### src/hdl/nfbc_pkg.sv
// Shared types, constants and the round function of the nibble Feistel byte cipher.
// No dependencies; used by every module in hdl/.
package nfbc_pkg;

    localparam int DATA_W    = 8;
    localparam int NIB_W     = 4;
    localparam int KEY_W     = 64;
    localparam int ROUNDS_W  = 5;
    localparam int APB_AW    = 5;
    localparam int APB_DW    = 64;

    localparam logic [KEY_W-1:0]    KEY_RESET    = '0;
    localparam logic [ROUNDS_W-1:0] ROUNDS_RESET = 5'd7;
    localparam logic                MODE_RESET   = 1'b0;

    // register index = paddr / 8
    typedef enum logic [1:0] {
        REG_KEY    = 2'd0,
        REG_ROUNDS = 2'd1,
        REG_MODE   = 2'd2
    } t_reg_idx;

    // per-cell control: round enable, direction and the cell's key byte
    typedef struct packed {
        logic              active;
        logic              decrypt;
        logic [DATA_W-1:0] key;
    } t_round_ctl;

    function automatic logic [NIB_W-1:0] round_f(
        input logic [NIB_W-1:0]  r,
        input logic [DATA_W-1:0] k
    );
        round_f = r ^ (k[NIB_W-1:0] & r) ^ k[DATA_W-1:NIB_W];
    endfunction

endpackage

### src/hdl/nfbc_round_cell.sv
// One round cell of the cipher chain: a pipeline register holding one byte in flight.
// Depends on nfbc_pkg (t_round_ctl, round_f).
module nfbc_round_cell (
    input  logic                    i_clk,
    input  logic                    i_rst_n,
    input  logic                    i_en,
    input  nfbc_pkg::t_round_ctl    i_ctl,
    input  logic                    i_valid,
    input  logic [3:0]              i_left,
    input  logic [3:0]              i_right,
    output logic                    o_valid,
    output logic [3:0]              o_left,
    output logic [3:0]              o_right
);

    logic       r_valid;
    logic [3:0] r_left;
    logic [3:0] r_right;
    logic [3:0] n_left;
    logic [3:0] n_right;

    always_comb begin
        n_left  = i_left;
        n_right = i_right;
        if (i_ctl.active) begin
            if (i_ctl.decrypt) begin
                n_left  = i_right;
                n_right = i_left ^ nfbc_pkg::round_f(i_right, i_ctl.key);
            end else begin
                n_left  = i_right ^ nfbc_pkg::round_f(i_left, i_ctl.key);
                n_right = i_left;
            end
        end
    end

    always_ff @(posedge i_clk) begin
        if (!i_rst_n) begin
            r_valid <= 1'b0;
        end else if (i_en) begin
            r_valid <= i_valid;
        end
    end

    always_ff @(posedge i_clk) begin
        if (i_en) begin
            r_left  <= n_left;
            r_right <= n_right;
        end
    end

    assign o_valid = r_valid;
    assign o_left  = r_left;
    assign o_right = r_right;

endmodule

### src/hdl/nfbc_cfg_regs.sv
// APB-style configuration registers: key, round count and direction.
// Depends on nfbc_pkg (register indexes, reset values).
module nfbc_cfg_regs (
    input  logic                            i_clk,
    input  logic                            i_rst_n,
    input  logic                            psel,
    input  logic                            penable,
    input  logic                            pwrite,
    input  logic [nfbc_pkg::APB_AW-1:0]     paddr,
    input  logic [nfbc_pkg::APB_DW-1:0]     pwdata,
    output logic [nfbc_pkg::APB_DW-1:0]     prdata,
    output logic                            pready,
    output logic [nfbc_pkg::KEY_W-1:0]      o_cipher_key,
    output logic [nfbc_pkg::ROUNDS_W-1:0]   o_round_count,
    output logic                            o_decrypt_mode
);

    logic [nfbc_pkg::KEY_W-1:0]    r_cipher_key;
    logic [nfbc_pkg::ROUNDS_W-1:0] r_round_count;
    logic                          r_decrypt_mode;
    logic                          wr_en;
    nfbc_pkg::t_reg_idx            reg_idx;

    assign pready  = 1'b1;
    assign wr_en   = psel & penable & pwrite;
    assign reg_idx = nfbc_pkg::t_reg_idx'(paddr[4:3]);

    always_ff @(posedge i_clk) begin
        if (!i_rst_n) begin
            r_cipher_key   <= nfbc_pkg::KEY_RESET;
            r_round_count  <= nfbc_pkg::ROUNDS_RESET;
            r_decrypt_mode <= nfbc_pkg::MODE_RESET;
        end else if (wr_en) begin
            case (reg_idx)
                nfbc_pkg::REG_KEY:    r_cipher_key   <= pwdata;
                nfbc_pkg::REG_ROUNDS: r_round_count  <= pwdata[nfbc_pkg::ROUNDS_W-1:0];
                nfbc_pkg::REG_MODE:   r_decrypt_mode <= pwdata[0];
                default: ;
            endcase
        end
    end

    always_comb begin
        case (reg_idx)
            nfbc_pkg::REG_KEY:    prdata = r_cipher_key;
            nfbc_pkg::REG_ROUNDS: prdata = {{(nfbc_pkg::APB_DW-nfbc_pkg::ROUNDS_W){1'b0}},
                                            r_round_count};
            nfbc_pkg::REG_MODE:   prdata = {{(nfbc_pkg::APB_DW-1){1'b0}}, r_decrypt_mode};
            default:              prdata = '0;
        endcase
    end

    assign o_cipher_key   = r_cipher_key;
    assign o_round_count  = r_round_count;
    assign o_decrypt_mode = r_decrypt_mode;

endmodule

### src/hdl/nibble_feistel_byte_cipher_unit.sv
// Top level of the nibble Feistel byte cipher: config registers and the round-cell chain.
// Depends on nfbc_pkg, nfbc_cfg_regs and nfbc_round_cell.
//
// One byte in and one byte out per transaction, at a sustained rate of one byte per cycle
// while the output accepts results. Every byte passes through a chain of MAX_ROUNDS round
// cells, one register each, from input acceptance to the output; the last cell is the
// output register. The whole chain stalls together while a result waits. Encryption
// runs its rounds in the first round_count cells, decryption in the last round_count cells,
// which fixes each cell's key byte at build time. round_count above MAX_ROUNDS is treated
// as MAX_ROUNDS; key bytes at index KEY_BYTES and above are unused. Registers sit at byte
// addresses 0 (key), 8 (round count) and 16 (decrypt mode) and may be written only while
// no byte is in flight.
module nibble_feistel_byte_cipher_unit #(
    parameter int MAX_ROUNDS = 16,
    parameter int KEY_BYTES  = 8
) (
    input  logic                            i_clk,
    input  logic                            i_rst_n,
    input  logic                            psel,
    input  logic                            penable,
    input  logic                            pwrite,
    input  logic [nfbc_pkg::APB_AW-1:0]     paddr,
    input  logic [nfbc_pkg::APB_DW-1:0]     pwdata,
    output logic [nfbc_pkg::APB_DW-1:0]     prdata,
    output logic                            pready,
    input  logic                            i_in_valid,
    output logic                            o_in_ready,
    input  logic [7:0]                      i_data_in,
    output logic                            o_out_valid,
    input  logic                            i_out_ready,
    output logic [7:0]                      o_data_out
);

    localparam int CNT_W = $clog2(MAX_ROUNDS + 1);
    localparam int CMP_W = (CNT_W > nfbc_pkg::ROUNDS_W) ? CNT_W : nfbc_pkg::ROUNDS_W;
    localparam logic [CMP_W-1:0] MAX_R = CMP_W'(MAX_ROUNDS);

    logic [nfbc_pkg::KEY_W-1:0]    cipher_key;
    logic [nfbc_pkg::ROUNDS_W-1:0] round_count;
    logic                          decrypt_mode;
    logic [CMP_W-1:0]              rounds_ext;
    logic [CMP_W-1:0]              rounds_eff;
    logic                          advance;

    logic [MAX_ROUNDS:0] chain_valid;
    logic [3:0]          chain_left  [MAX_ROUNDS+1];
    logic [3:0]          chain_right [MAX_ROUNDS+1];

    nfbc_cfg_regs u_cfg (
        .i_clk          (i_clk),
        .i_rst_n        (i_rst_n),
        .psel           (psel),
        .penable        (penable),
        .pwrite         (pwrite),
        .paddr          (paddr),
        .pwdata         (pwdata),
        .prdata         (prdata),
        .pready         (pready),
        .o_cipher_key   (cipher_key),
        .o_round_count  (round_count),
        .o_decrypt_mode (decrypt_mode)
    );

    assign rounds_ext = CMP_W'(round_count);
    assign rounds_eff = (rounds_ext > MAX_R) ? MAX_R : rounds_ext;

    assign advance    = !chain_valid[MAX_ROUNDS] || i_out_ready;
    assign o_in_ready = advance;

    assign chain_valid[0] = i_in_valid;
    assign chain_left[0]  = i_data_in[7:4];
    assign chain_right[0] = i_data_in[3:0];

    for (genvar p = 0; p < MAX_ROUNDS; p++) begin : g_cell
        localparam int ENC_IDX = p % KEY_BYTES;
        localparam int DEC_IDX = (MAX_ROUNDS - 1 - p) % KEY_BYTES;
        localparam logic [CMP_W-1:0] POS = CMP_W'(p);

        nfbc_pkg::t_round_ctl ctl;
        logic [CMP_W:0]       pos_sum;

        // decrypt round j sits in cell MAX_ROUNDS - n + j
        assign pos_sum     = {1'b0, POS} + {1'b0, rounds_eff};
        assign ctl.decrypt = decrypt_mode;
        assign ctl.active  = decrypt_mode ? (pos_sum >= {1'b0, MAX_R}) : (POS < rounds_eff);
        assign ctl.key     = decrypt_mode ? cipher_key[8*DEC_IDX +: 8]
                                          : cipher_key[8*ENC_IDX +: 8];

        nfbc_round_cell u_cell (
            .i_clk   (i_clk),
            .i_rst_n (i_rst_n),
            .i_en    (advance),
            .i_ctl   (ctl),
            .i_valid (chain_valid[p]),
            .i_left  (chain_left[p]),
            .i_right (chain_right[p]),
            .o_valid (chain_valid[p+1]),
            .o_left  (chain_left[p+1]),
            .o_right (chain_right[p+1])
        );
    end

    assign o_out_valid = chain_valid[MAX_ROUNDS];
    assign o_data_out  = {chain_left[MAX_ROUNDS], chain_right[MAX_ROUNDS]};

endmodule

### config.mk
export PLATFORM = sky130hd
export DESIGN_NAME = nibble_feistel_byte_cipher_unit
export DESIGN_NICKNAME = d
export VERILOG_FILES = /design/src/hdl/nfbc_pkg.sv /design/src/hdl/nfbc_round_cell.sv /design/src/hdl/nfbc_cfg_regs.sv /design/src/hdl/nibble_feistel_byte_cipher_unit.sv
export SDC_FILE = /design/constraint.sdc
export NUM_CORES = 1
export LEC_CHECK = 0
export BUFFER_PORTS_ARGS = -buffer_cell sky130_fd_sc_hd__buf_4
export CAP_MARGIN = 10
export CELL_PAD_IN_SITES_DETAIL_PLACEMENT = 1
export CELL_PAD_IN_SITES_GLOBAL_PLACEMENT = 1
export CORE_MARGIN = 5
export CORE_UTILIZATION = 45
export DETAILED_ROUTE_END_ITERATION = 7
export GPL_TIMING_DRIVEN = 1
export PLACE_DENSITY = 0.93
export RECOVER_POWER = 50
export SYNTH_ARGS = -nofsm -noshare
export SYNTH_HDL_FRONTEND = slang
export SYNTH_SLANG_ARGS = --single-unit
### constraint.sdc
create_clock -name i_clk -period 9.1 [get_ports i_clk]
set_input_delay 1.82 -clock i_clk [delete_from_list [all_inputs] [get_ports i_clk]]
set_output_delay 1.82 -clock i_clk [all_outputs]
set_load 0.02 [all_outputs]
# [Word level (Yosys, flattened, before mapping)]
# Index checks and enable logic that the tools add are counted.
[totals] reg_bits=214 input_bits=84 out_inout_bits=75 elab_cells=327
[classes] add_sub_neg=15 order_cmp=33 eq_ne=2 n_mux=90 n_bitwise=130 reduce_logical=6
[ops] cell="4-bit XOR" count=96
[ops] cell="4-bit 2-to-1 mux" count=64
[ops] cell="64-bit case mux with 3 select lines" count=1
[ops] cell="4-bit AND" count=32
[ops] cell="6-bit by 5-bit >= comparator with 1-bit output, second input constant" count=15
[ops] cell="8-bit 2-to-1 mux" count=8
[ops] cell="4-bit by 5-bit adder with 6-bit output, first input constant" count=8
[ops] cell="4-bit by 5-bit less-than comparator with 1-bit output, first input constant" count=8
[ops] cell="3-bit by 5-bit adder with 6-bit output, first input constant" count=4
[ops] cell="3-bit by 5-bit less-than comparator with 1-bit output, first input constant" count=4
[ops] cell="1-bit 2-to-1 mux" count=16
[ops] cell="2-bit by 5-bit adder with 6-bit output, first input constant" count=2
[ops] cell="1-bit by 5-bit less-than comparator with 1-bit output, first input constant" count=2
[ops] cell="2-bit by 5-bit less-than comparator with 1-bit output, first input constant" count=2
[ops] cell="1-bit by 5-bit adder with 6-bit output, first input constant" count=1
[ops] cell="2-bit AND reduction" count=3
[ops] cell="5-bit >= comparator, second input constant" count=1
[ops] cell="5-bit greater-than comparator, second input constant" count=1
[ops] cell="5-bit 2-to-1 mux" count=1
[ops] cell="1-bit AND" count=2
[ops] cell="2-bit by 1-bit == test with 1-bit output, second input constant" count=1
[ops] cell="2-bit == test, second input constant" count=1
[ops] cell="2-bit logical NOT" count=1
[ops] cell="1-bit logical NOT" count=1
[ops] cell="1-bit logical OR" count=1

# [Depth between registers and ports, before layout]
# Gate-level depths: netlist (run 1).
[logic_depth] word_depth=7 mapped_depth=8 depth_no_buf=4

# [By module]
# Synthesis (run 1) repeated with hierarchy kept, for this count alone.
[hier_totals] cells_unflattened=1987 area_unflattened_um2=17045.1
[modules_own_cells] module="nfbc_round_cell" instances=16 cells_per_inst=93 area_per_inst_um2=785.8 seq_area_each_um2=260.2
[modules_own_cells] module="nfbc_cfg_regs" instances=1 cells_per_inst=384 area_per_inst_um2=3398.3 seq_area_each_um2=1401.3
[modules_own_cells] module="nibble_feistel_byte_cipher_unit" instances=1 cells_per_inst=115 area_per_inst_um2=1074.8 seq_area_each_um2=0.0

# [Worst setup path after synthesis (run 1)]
# No wires, ideal clock.
[synth_path] path_type="input port to output port" start="input port i_out_ready" end="output port o_in_ready" arrival_time_ps=5988 required_time_ps=7280 slack_ps=1292 path_stages=4 n_path_buf=2 path_cell_list="nor2b_1 > clkbuf_1 > inv_1 > clkbuf_1"
[synth_between] elab_chain_len=1
[synth_lines] element="start, declared" line="nibble_feistel_byte_cipher_unit.sv:30" source="input logic i_out_ready,"
[synth_lines] element="1-bit logical OR" line="nibble_feistel_byte_cipher_unit.sv:67" source="assign advance = !chain_valid[MAX_ROUNDS] || i_out_ready;"
[synth_lines] element="end, declared" line="nibble_feistel_byte_cipher_unit.sv:27" source="output logic o_in_ready,"
# No other way between the ends.

# [Final worst setup path (run 1)]
[layout_path] start="register u_cfg.r_decrypt_mode (netlist: u_cfg.o_decrypt_mode)" end="register g_cell[4].u_cell.r_left[2], data pin"
[layout_between] elab_chain_len=7 word_cells_on_any_way=8 cone_classes="mux: 4; bitwise: 4"
[layout_lines] element="start, declared" line="nfbc_cfg_regs.sv:20" source="logic r_decrypt_mode;"
[layout_lines] element="start signal, assigned" line="nfbc_cfg_regs.sv:32" source="r_decrypt_mode <= nfbc_pkg::MODE_RESET;"
[layout_lines] element="start signal, assigned" line="nfbc_cfg_regs.sv:37" source="nfbc_pkg::REG_MODE: r_decrypt_mode <= pwdata[0];"
[layout_lines] element="8-bit 2-to-1 mux" line="nibble_feistel_byte_cipher_unit.sv:86" source="assign ctl.key = decrypt_mode ? cipher_key[8*DEC_IDX +: 8]"
[layout_lines] element="4-bit AND" line="nfbc_pkg.sv:34" source="round_f = r ^ (k[NIB_W-1:0] & r) ^ k[DATA_W-1:NIB_W];"
[layout_lines] element="4-bit XOR (2 in series)" line="nfbc_pkg.sv:34"
[layout_lines] element="4-bit XOR" line="nfbc_round_cell.sv:30" source="n_left = i_right ^ nfbc_pkg::round_f(i_left, i_ctl.key);"
[layout_lines] element="4-bit 2-to-1 mux" line="nfbc_round_cell.sv:26" source="if (i_ctl.decrypt) begin"
[layout_lines] element="4-bit 2-to-1 mux (*)" line="nfbc_round_cell.sv:25" source="if (i_ctl.active) begin"
[layout_lines] element="net g_cell[4].u_cell.n_left[2]" line="nfbc_round_cell.sv:19" source="logic [3:0] n_left;"
[layout_lines] element="end signal, assigned" line="nfbc_round_cell.sv:46" source="r_left <= n_left;"
[layout_lines] element="end, declared" line="nfbc_round_cell.sv:17" source="logic [3:0] r_left;"
# Mark *: on every way through the listed nets, which the timed path passes. The rest lies on a longest branch.
# A chain may end at the register's enable or synchronous reset.

==> metrics.md, run 1 <==
| Metric | Value |
|---|---|
| Synth unique cells | `55` |
| DRT iter0 DRCs | `1575` |
| CP Capture Type | `flip-flop` |
| Cell Pwr Density | `185 nW/um2` |
| Peak supply drop | `128 uV` |
| Seq cells post-synth | `214` |
| DR WL/cell | `22.6 um` |
| RSZ-0062 raised after global routing | `no` |
| Max-Cap Viols | `4` |
| Finished Layout Cells | `2452` |
| Synthesized cell area | `15700 um2` |
| Syn avg cell area | `8.05 um2` |
| Num CTS Buffers | `26` |
| Final setup viols | `0` |
| # fillers | `4170` |
| First-pass GRT wire length | `86.5 mm` |
| Period utilization | `75.6%` |
| Antenna fix cells | `0` |
| Vias in the first global route | `16.3k` |
| Post-CTS Hold Fix Bufs | `0` |
| Register Area | `5570 um2` |
| Vias after detailed routing | `16.2k` |
| Remaining DRCs | `0` |
| Final critical-path required period | `6880 ps` |
| Setup TNS | `0 ps` |
| Commonest cells in the netlist | `nand2_1 (408), o21ai_0 (217), edfxtp_1 (128)` |
| CP max FO | `81` |
| Critical Path RT | `9480 ps` |
| Area grow syn2layout | `11.8%` |
| Sequential share of the synthesized area | `35.5%` |
| Routed wire length | `55.5 mm` |
| Cell area after layout | `17500 um2` |
| CTS clk-pin slew, worst paths | `60 ps` |
| Core box area | `34500 um2` |
| DPL Wire Length | `37.3 mm` |
| Area of the multi-input gates | `9200 um2` |
| Count of final max-slew check failures | `268` |
| Post-DRT Antenna Nets | `0` |
| Final worst slack | `2220 ps` |
| Port bufs | `154` |
| CTS max path bufs | `3` |
| Slew @ Worst Pin | `3560 ps` |
| Fmax | `145 MHz` |
| Row count | `68` |
| Failing checks | `capacitance limit, slew limit` |
| Num Clock Sinks | `214` |
| Slowest CP cell | `clkbuf_1` |
| CP peak stage delay | `2540 ps` |
| Post-synth ARST share | `0%` |
| CP bufs+invs | `1` |
| Die area | `38700 um2` |
| Count leader, synth | `nand2_1` |
| Hold Fails Final Rpt | `0` |
| Top FF cell, synth | `edfxtp_1` |
| HP Class | `flip-flop to flip-flop` |
| Dpl ws | `3640 ps` |
| Syn. warnings | `0` |
| Arrival @ worst endpoint | `7260 ps` |
| Leakage | `5.77 nW` |
| Sequential group share of total power | `46.5%` |
| Cell chain of the critical path | `clkbuf_1, nand2b_1, a221oi_4, o21ai_0, a21oi_1` |
| H-tree levels | `1` |
| Post-synth top area cell | `edfxtp_1` |
| Status | `complete, but fails checks` |
| EDFF count, synth | `128` |
| Post-cts gate resize count | `0` |
| Placed Cells | `2404` |
| Worst Setup Start Kind | `flip-flop` |
| Max transition margin | `-137%` |
| # IOs | `159` |
| Syn Inst Count | `1948` |
| Ratio of cells with drive above 1 in the final layout | `10.7%` |
| Initial Util | `45.5%` |
| Die width | `197 um` |
| Combinational power share | `20.2%` |
| Sw Pwr | `0.00107 W` |
| DRT Pass-1 Iters | `5` |
| Top cells by area, synth | `edfxtp_1 (25%), dfxtp_1 (11%), nand2_1 (9.8%), o21ai_0 (6.9%), mux2i_1 (6.8%)` |
| Die Ht | `197 um` |
| Tot GR Track Use | `27.0%` |
| Initial antenna violation count | `1` |
| Fin nets | `2061` |
| Synth Net Count | `2032` |
| Pin count of the biggest net entering global routing | `107` |
| CP delay by family, top | `buffers and inverters` |
| Critical path class | `flip-flop to flip-flop` |
| Clock Skew | `12.6 ps` |
| Post-CTS setup buffer count | `0` |
| CTS tree | `built` |
| Worst-skew pair later-pin latency | `550 ps` |
| Clock power frac | `33.3%` |
| Sw Share | `33.1%` |
| Routability cong. | `0.850` |
| Root buffer cell | `clkbuf_16` |
| Drt via density | `6.60` |
| Top-area cell type share of the netlist area | `24.5%` |
| Placed cell areas | `16700 um2` |
| Design Power | `0.00324 W` |
| Congestion Overflow GR | `0` |
| Internal power | `0.00217 W` |
-- tightest hold or removal path: stages, from the launching register on --
cell	delay [ps]
dfxtp_1	310
nand2_1	50
a21boi_0	60
-- worst paths after layout --
kind                                            to                             startpoint  depth (start not counted)  slack, ps
max           g_cell[4].u_cell.o_left[2]$_DFFE_PP_      u_cfg.o_decrypt_mode$_SDFFE_PN0P_                          5       2220
min          g_cell[0].u_cell.o_valid$_SDFFE_PN0P_  g_cell[0].u_cell.o_valid$_SDFFE_PN0P_                          2        470
max reg2reg   g_cell[4].u_cell.o_left[2]$_DFFE_PP_      u_cfg.o_decrypt_mode$_SDFFE_PN0P_                          5       2220
min reg2reg  g_cell[0].u_cell.o_valid$_SDFFE_PN0P_  g_cell[0].u_cell.o_valid$_SDFFE_PN0P_                          2        470
-- registers in the layout, summed over array words and instances, names as in the netlist --
name                   cells
g_cell.u_cell.o_left      64
u_cfg.o_decrypt_mode       1
g_cell.u_cell.o_valid     16
g_cell.u_cell.o_right     64
u_cfg.o_round_count        5
u_cfg.o_cipher_key        64
-- per-stage QoR --
| stage | hold slack, ps | util [%] |
|---|---|---|
| after floorplan | 441 | - |
| after global placement | 450 | 48.6 |
| after detailed placement | 465 | 48.6 |
| after CTS | 472 | 51.1 |
| after global routing | 507 | 50.9 |
| final | 470 | 50.9 |
-- routing by layer --
| metal | global-route usage, % | vias to the layer above | part of all wire, % | routed length [um] |
|---|---|---|---|---|
| met3 | 3.61 | 183 | 7.0 | 3910 |
| met5 | 0 | - | 0 | 0 |
| met2 | 46.7 | 683 | 49 | 27100 |
| li1 | - | 7277 | - | - |
| met4 | 11.8 | 0 | 4.2 | 2300 |
| met1 | 33.8 | 8036 | 40 | 22100 |
-- logic make-up (layout without fill, tap and decap cells) --
| family | Yosys count | in the layout | share of synthesized area (%) |
|---|---|---|---|
| simple gates | 778 | 778 | 23.8 |
| compound gates | 645 | 645 | 27.9 |
| flops | 214 | 214 | 35.5 |
| buf+inv | 201 | 250 | 5.74 |
| mux | 108 | 108 | 6.91 |
| other cells | 1 | 1 | 0.0239 |
| xor+xnor | 1 | 1 | 0.0559 |
-- layout make-up --
class                           instances  share of cell area, %
Sequential cell                       214                   31.7
Inverter                               37                  0.806
Multi-Input combinational cell       1533                   52.4
Timing Repair Buffer                  165                   6.81
Tap cell                              455                   3.25
Clock inverter                         11                  0.599
Clock buffer                           37                   4.36
-- power groups by stage --
stage / Clock, W / Combinational, W / Sequential, W
detailed placement: 0 / 0.000633 / 0.00151
CTS: 0.00109 / 0.000643 / 0.00150
floorplan: 0 / 0.000516 / 0.00139
finish: 0.00108 / 0.000654 / 0.00151
global route: 0.00113 / 0.000711 / 0.00153
global placement: 0 / 0.000575 / 0.00149
-- cells in the final DEF (no fill, tap or decap), types with 28 or more instances in the layout --
cell type	instances
a22oi_1	99
nor2b_1	86
inv_1	36
nor4bb_1	36
buf_4	152
nand2_1	408
clkbuf_16	28
o221ai_1	107
nand3_1	97
dfxtp_1	86
edfxtp_1	128
a21boi_0	79
mux2i_1	106
nor2_1	57
nor3_1	28
o21ai_0	217
and2_1	31
a21oi_1	72
(Power assumes the default switching activity.)
==> run 2, diff against run 1 <==
clock period = 6.4 ns   (was 9.1 ns; I/O delays follow)
==> run 2 against run 1 <==
  * The flow still finishes with violations (capacitance limit, slew limit)
  * Combinational power grew 40%
  * First-iteration DRC count shrank 9.4%
  * Non-clock buffer count shrank 1
  * Critical path type unchanged
  * Final cell count is essentially flat
  * Routed wire length shrank 1.0%
  * Register-to-register slack lost 870 ps
  * Die area is the same
  * Global-route usage shrank 0.30 points
  * Flip-flop and latch count is the same
  * Utilization shrank 0.058 points
  * Worst hold slack lost 3.5 ps
  * Clock skew is essentially flat
==> metrics.md, run 2 (synthesis gave the netlist of run 1 again) <==
| Metric | Value |
|---|---|
| Hold-critical path depth | `2 (unchanged)` |
| Num Clock Sinks | `214 (unchanged)` |
| Worst Setup Start Kind | `flip-flop (unchanged)` |
| CP peak stage delay | `1850 ps (was 2540 ps)` |
| Post-CTS setup buffer count | `0 (unchanged)` |
| Peak supply drop | `201 uV (was 128 uV)` |
| CP delay by family, top | `compound AO/OA/AOI/OAI gates (was buffers and inverters)` |
| Vias in the first global route | `16.0k (was 16.3k)` |
| Count of final max-slew check failures | `293 (was 268)` |
| Setup TNS | `0 ps (unchanged)` |
| H-tree levels | `1 (unchanged)` |
| Vias after detailed routing | `15.9k (was 16.2k)` |
| CTS clk-pin slew, worst paths | `70 ps (was 60 ps)` |
| CTS max path bufs | `3 (unchanged)` |
| Die Ht | `197 um (unchanged)` |
| Row count | `68 (unchanged)` |
| Die area | `38700 um2 (unchanged)` |
| Cell Pwr Density | `262 nW/um2 (was 185 nW/um2)` |
| DRT Pass-1 Iters | `5 (unchanged)` |
| # fillers | `4189 (was 4170)` |
| Routability cong. | `0.851 (was 0.850)` |
| Post-cts gate resize count | `0 (unchanged)` |
| # IOs | `159 (unchanged)` |
| Clock Skew | `12.5 ps (was 12.6 ps)` |
| R2R depth | `3 (was 5)` |
| Final critical-path required period | `5050 ps (was 6880 ps)` |
| CP bufs+invs | `1 (unchanged)` |
| Worst-skew pair later-pin latency | `560 ps (was 550 ps)` |
| Final core occ | `50.8% (was 50.9%)` |
| Cell chain of the critical path | `inv_2, a221oi_1, o221ai_1 (was clkbuf_1, nand2b_1, a221oi_4, o21ai_0, a21oi_1)` |
| Critical Path RT | `6610 ps (was 9480 ps)` |
| Ratio of cells with drive above 1 in the final layout | `10.6% (was 10.7%)` |
| Most frequent cells in the layout | `nand2_1 (408), o21ai_0 (217), buf_4 (151), edfxtp_1 (128), o221ai_1 (107) (was nand2_1 (408), o21ai_0 (217), buf_4 (152), edfxtp_1 (128), o221ai_1 (107))` |
| DRT iter0 DRCs | `1427 (was 1575)` |
| CTS tree | `built (unchanged)` |
| Tot GR Track Use | `26.7% (was 27.0%)` |
| Hold Fails Final Rpt | `0 (unchanged)` |
| Die width | `197 um (unchanged)` |
| Crit path from | `u_cfg.o_decrypt_mode$_SDFFE_PN0P_ (unchanged)` |
| Core box area | `34500 um2 (unchanged)` |
| Congestion Overflow GR | `0 (unchanged)` |
| Drt via density | `6.49 (was 6.60)` |
| Initial antenna violation count | `0 (was 1)` |
| Pin count of the biggest net entering global routing | `108 (was 107)` |
| First-pass GRT wire length | `85.1 mm (was 86.5 mm)` |
| Num CTS Buffers | `27 (was 26)` |
| Post-CTS Hold Fix Bufs | `0 (unchanged)` |
| Antenna fix cells | `0 (unchanged)` |
| CP max FO | `56 (was 81)` |
| Fin nets | `2061 (unchanged)` |
| RR Endpoint | `g_cell[5].u_cell.o_left[2]$_DFFE_PP_ (was g_cell[4].u_cell.o_left[2]$_DFFE_PP_)` |
| R2r setup slk | `1350 ps (was 2220 ps)` |
| Status | `complete, but fails checks (unchanged)` |
| Max transition margin | `-120% (was -137%)` |
| Final setup viols | `0 (unchanged)` |
| Remaining DRCs | `0 (unchanged)` |
| WHS | `466 ps (was 470 ps)` |
| R2R Path Start | `u_cfg.o_decrypt_mode$_SDFFE_PN0P_ (unchanged)` |
| Max-Cap Viols | `6 (was 4)` |
| Post-DRT Antenna Nets | `0 (unchanged)` |
| CP Capture Type | `flip-flop (unchanged)` |
| Critical path class | `flip-flop to flip-flop (unchanged)` |
| Register Area | `5570 um2 (unchanged)` |
| Routed wire length | `54.9 mm (was 55.5 mm)` |
| Port bufs | `154 (unchanged)` |
| RSZ-0062 raised after global routing | `no (unchanged)` |
| Dpl ws | `1990 ps (was 3640 ps)` |
| Fmax | `198 MHz (was 145 MHz)` |
| DPL Wire Length | `36.2 mm (was 37.3 mm)` |
| Slew @ Worst Pin | `3310 ps (was 3560 ps)` |
| Commonest non-fill, non-tap cell in the layout | `nand2_1 (unchanged)` |
| HP Start | `g_cell[9].u_cell.o_valid$_SDFFE_PN0P_ (was g_cell[0].u_cell.o_valid$_SDFFE_PN0P_)` |
| Final worst slack | `1350 ps (was 2220 ps)` |
| Initial Util | `45.5% (unchanged)` |
| DR WL/cell | `22.4 um (was 22.6 um)` |
| Slowest CP cell | `a221oi_1 (was clkbuf_1)` |
| Arrival @ worst endpoint | `5260 ps (was 7260 ps)` |
| Failing checks | `capacitance limit, slew limit (unchanged)` |
| Hold Path Sink | `g_cell[10].u_cell.o_valid$_SDFFE_PN0P_ (was g_cell[0].u_cell.o_valid$_SDFFE_PN0P_)` |
| Period utilization | `79.0% (was 75.6%)` |
| HP Class | `flip-flop to flip-flop (unchanged)` |
| Area grow syn2layout | `11.7% (was 11.8%)` |
| Area of the multi-input gates | `9190 um2 (was 9200 um2)` |
| Root buffer cell | `clkbuf_16 (unchanged)` |
| Leakage | `5.75 nW (was 5.77 nW)` |
## run 2: cell count changes in the layout (fill, tap and decap cells not counted), moves of 2 or more
| cell | before | now |
|---|---|---|
| bufinv_16 | 2 | 0 |
| clkinv_2 | 9 | 4 |
| a21oi_1 | 72 | 70 |
| clkbuf_8 | 3 | 5 |
| clkbuf_1 | 18 | 22 |
## run 2: cell type report
cell class | count | share of cell area, %
Sequential cell | 214 | 31.8
Tap cell | 455 | 3.25
Multi-Input combinational cell | 1533 | 52.5
Inverter | 37 | 0.807
Clock buffer | 45 | 4.77
Clock inverter | 5 | 0.164
Timing Repair Buffer | 164 | 6.78
## run 2: power by group
group	internal, W	switching (W)	leakage [nW]
clock	0.000886	0.000644	0.426
sequential	0.00173	0.000411	2.16
combinational	0.000447	0.000471	3.16
total	0.00306	0.00153	5.75
## run 2: worst reg2reg max path, cell delays in order, from the launching register on
cell,delay [ps]
dfxtp_1,1520
inv_2,940
a221oi_1,1860
o221ai_1,400
## run 2: metal layers
metal	part of all wire, %	vias up	GRT usage, %
met5	0	-	0
met4	2.6	0	8.83
met3	6.7	124	4.10
met2	50	612	47.3
met1	41	7916	33.3
li1	-	7279	-
## run 2: per-stage QoR
step	total power, W	cells	instance area [um2]
floorplan	0.00271	1948	15700
global placement	0.00293	2403	16700
detailed placement	0.00303	2403	16700
CTS	0.00457	2453	17600
global route	0.00479	2453	17500
finish	0.00459	2453	17500
## run 2: worst max path at each step
stage / cells past startpoint / endpoint / slack, ps
2_1_floorplan: 4 / o_in_ready / 1660
3_3_place_gp: 5 / prdata[30] / 2070
3_5_place_dp: 5 / prdata[38] / 1990
4_1_cts: 5 / prdata[38] / 1980
5_1_grt: 4 / g_cell[5].u_cell.o_right[1]$_DFFE_PP_ / 990
6_report: 3 / g_cell[5].u_cell.o_left[2]$_DFFE_PP_ / 1350
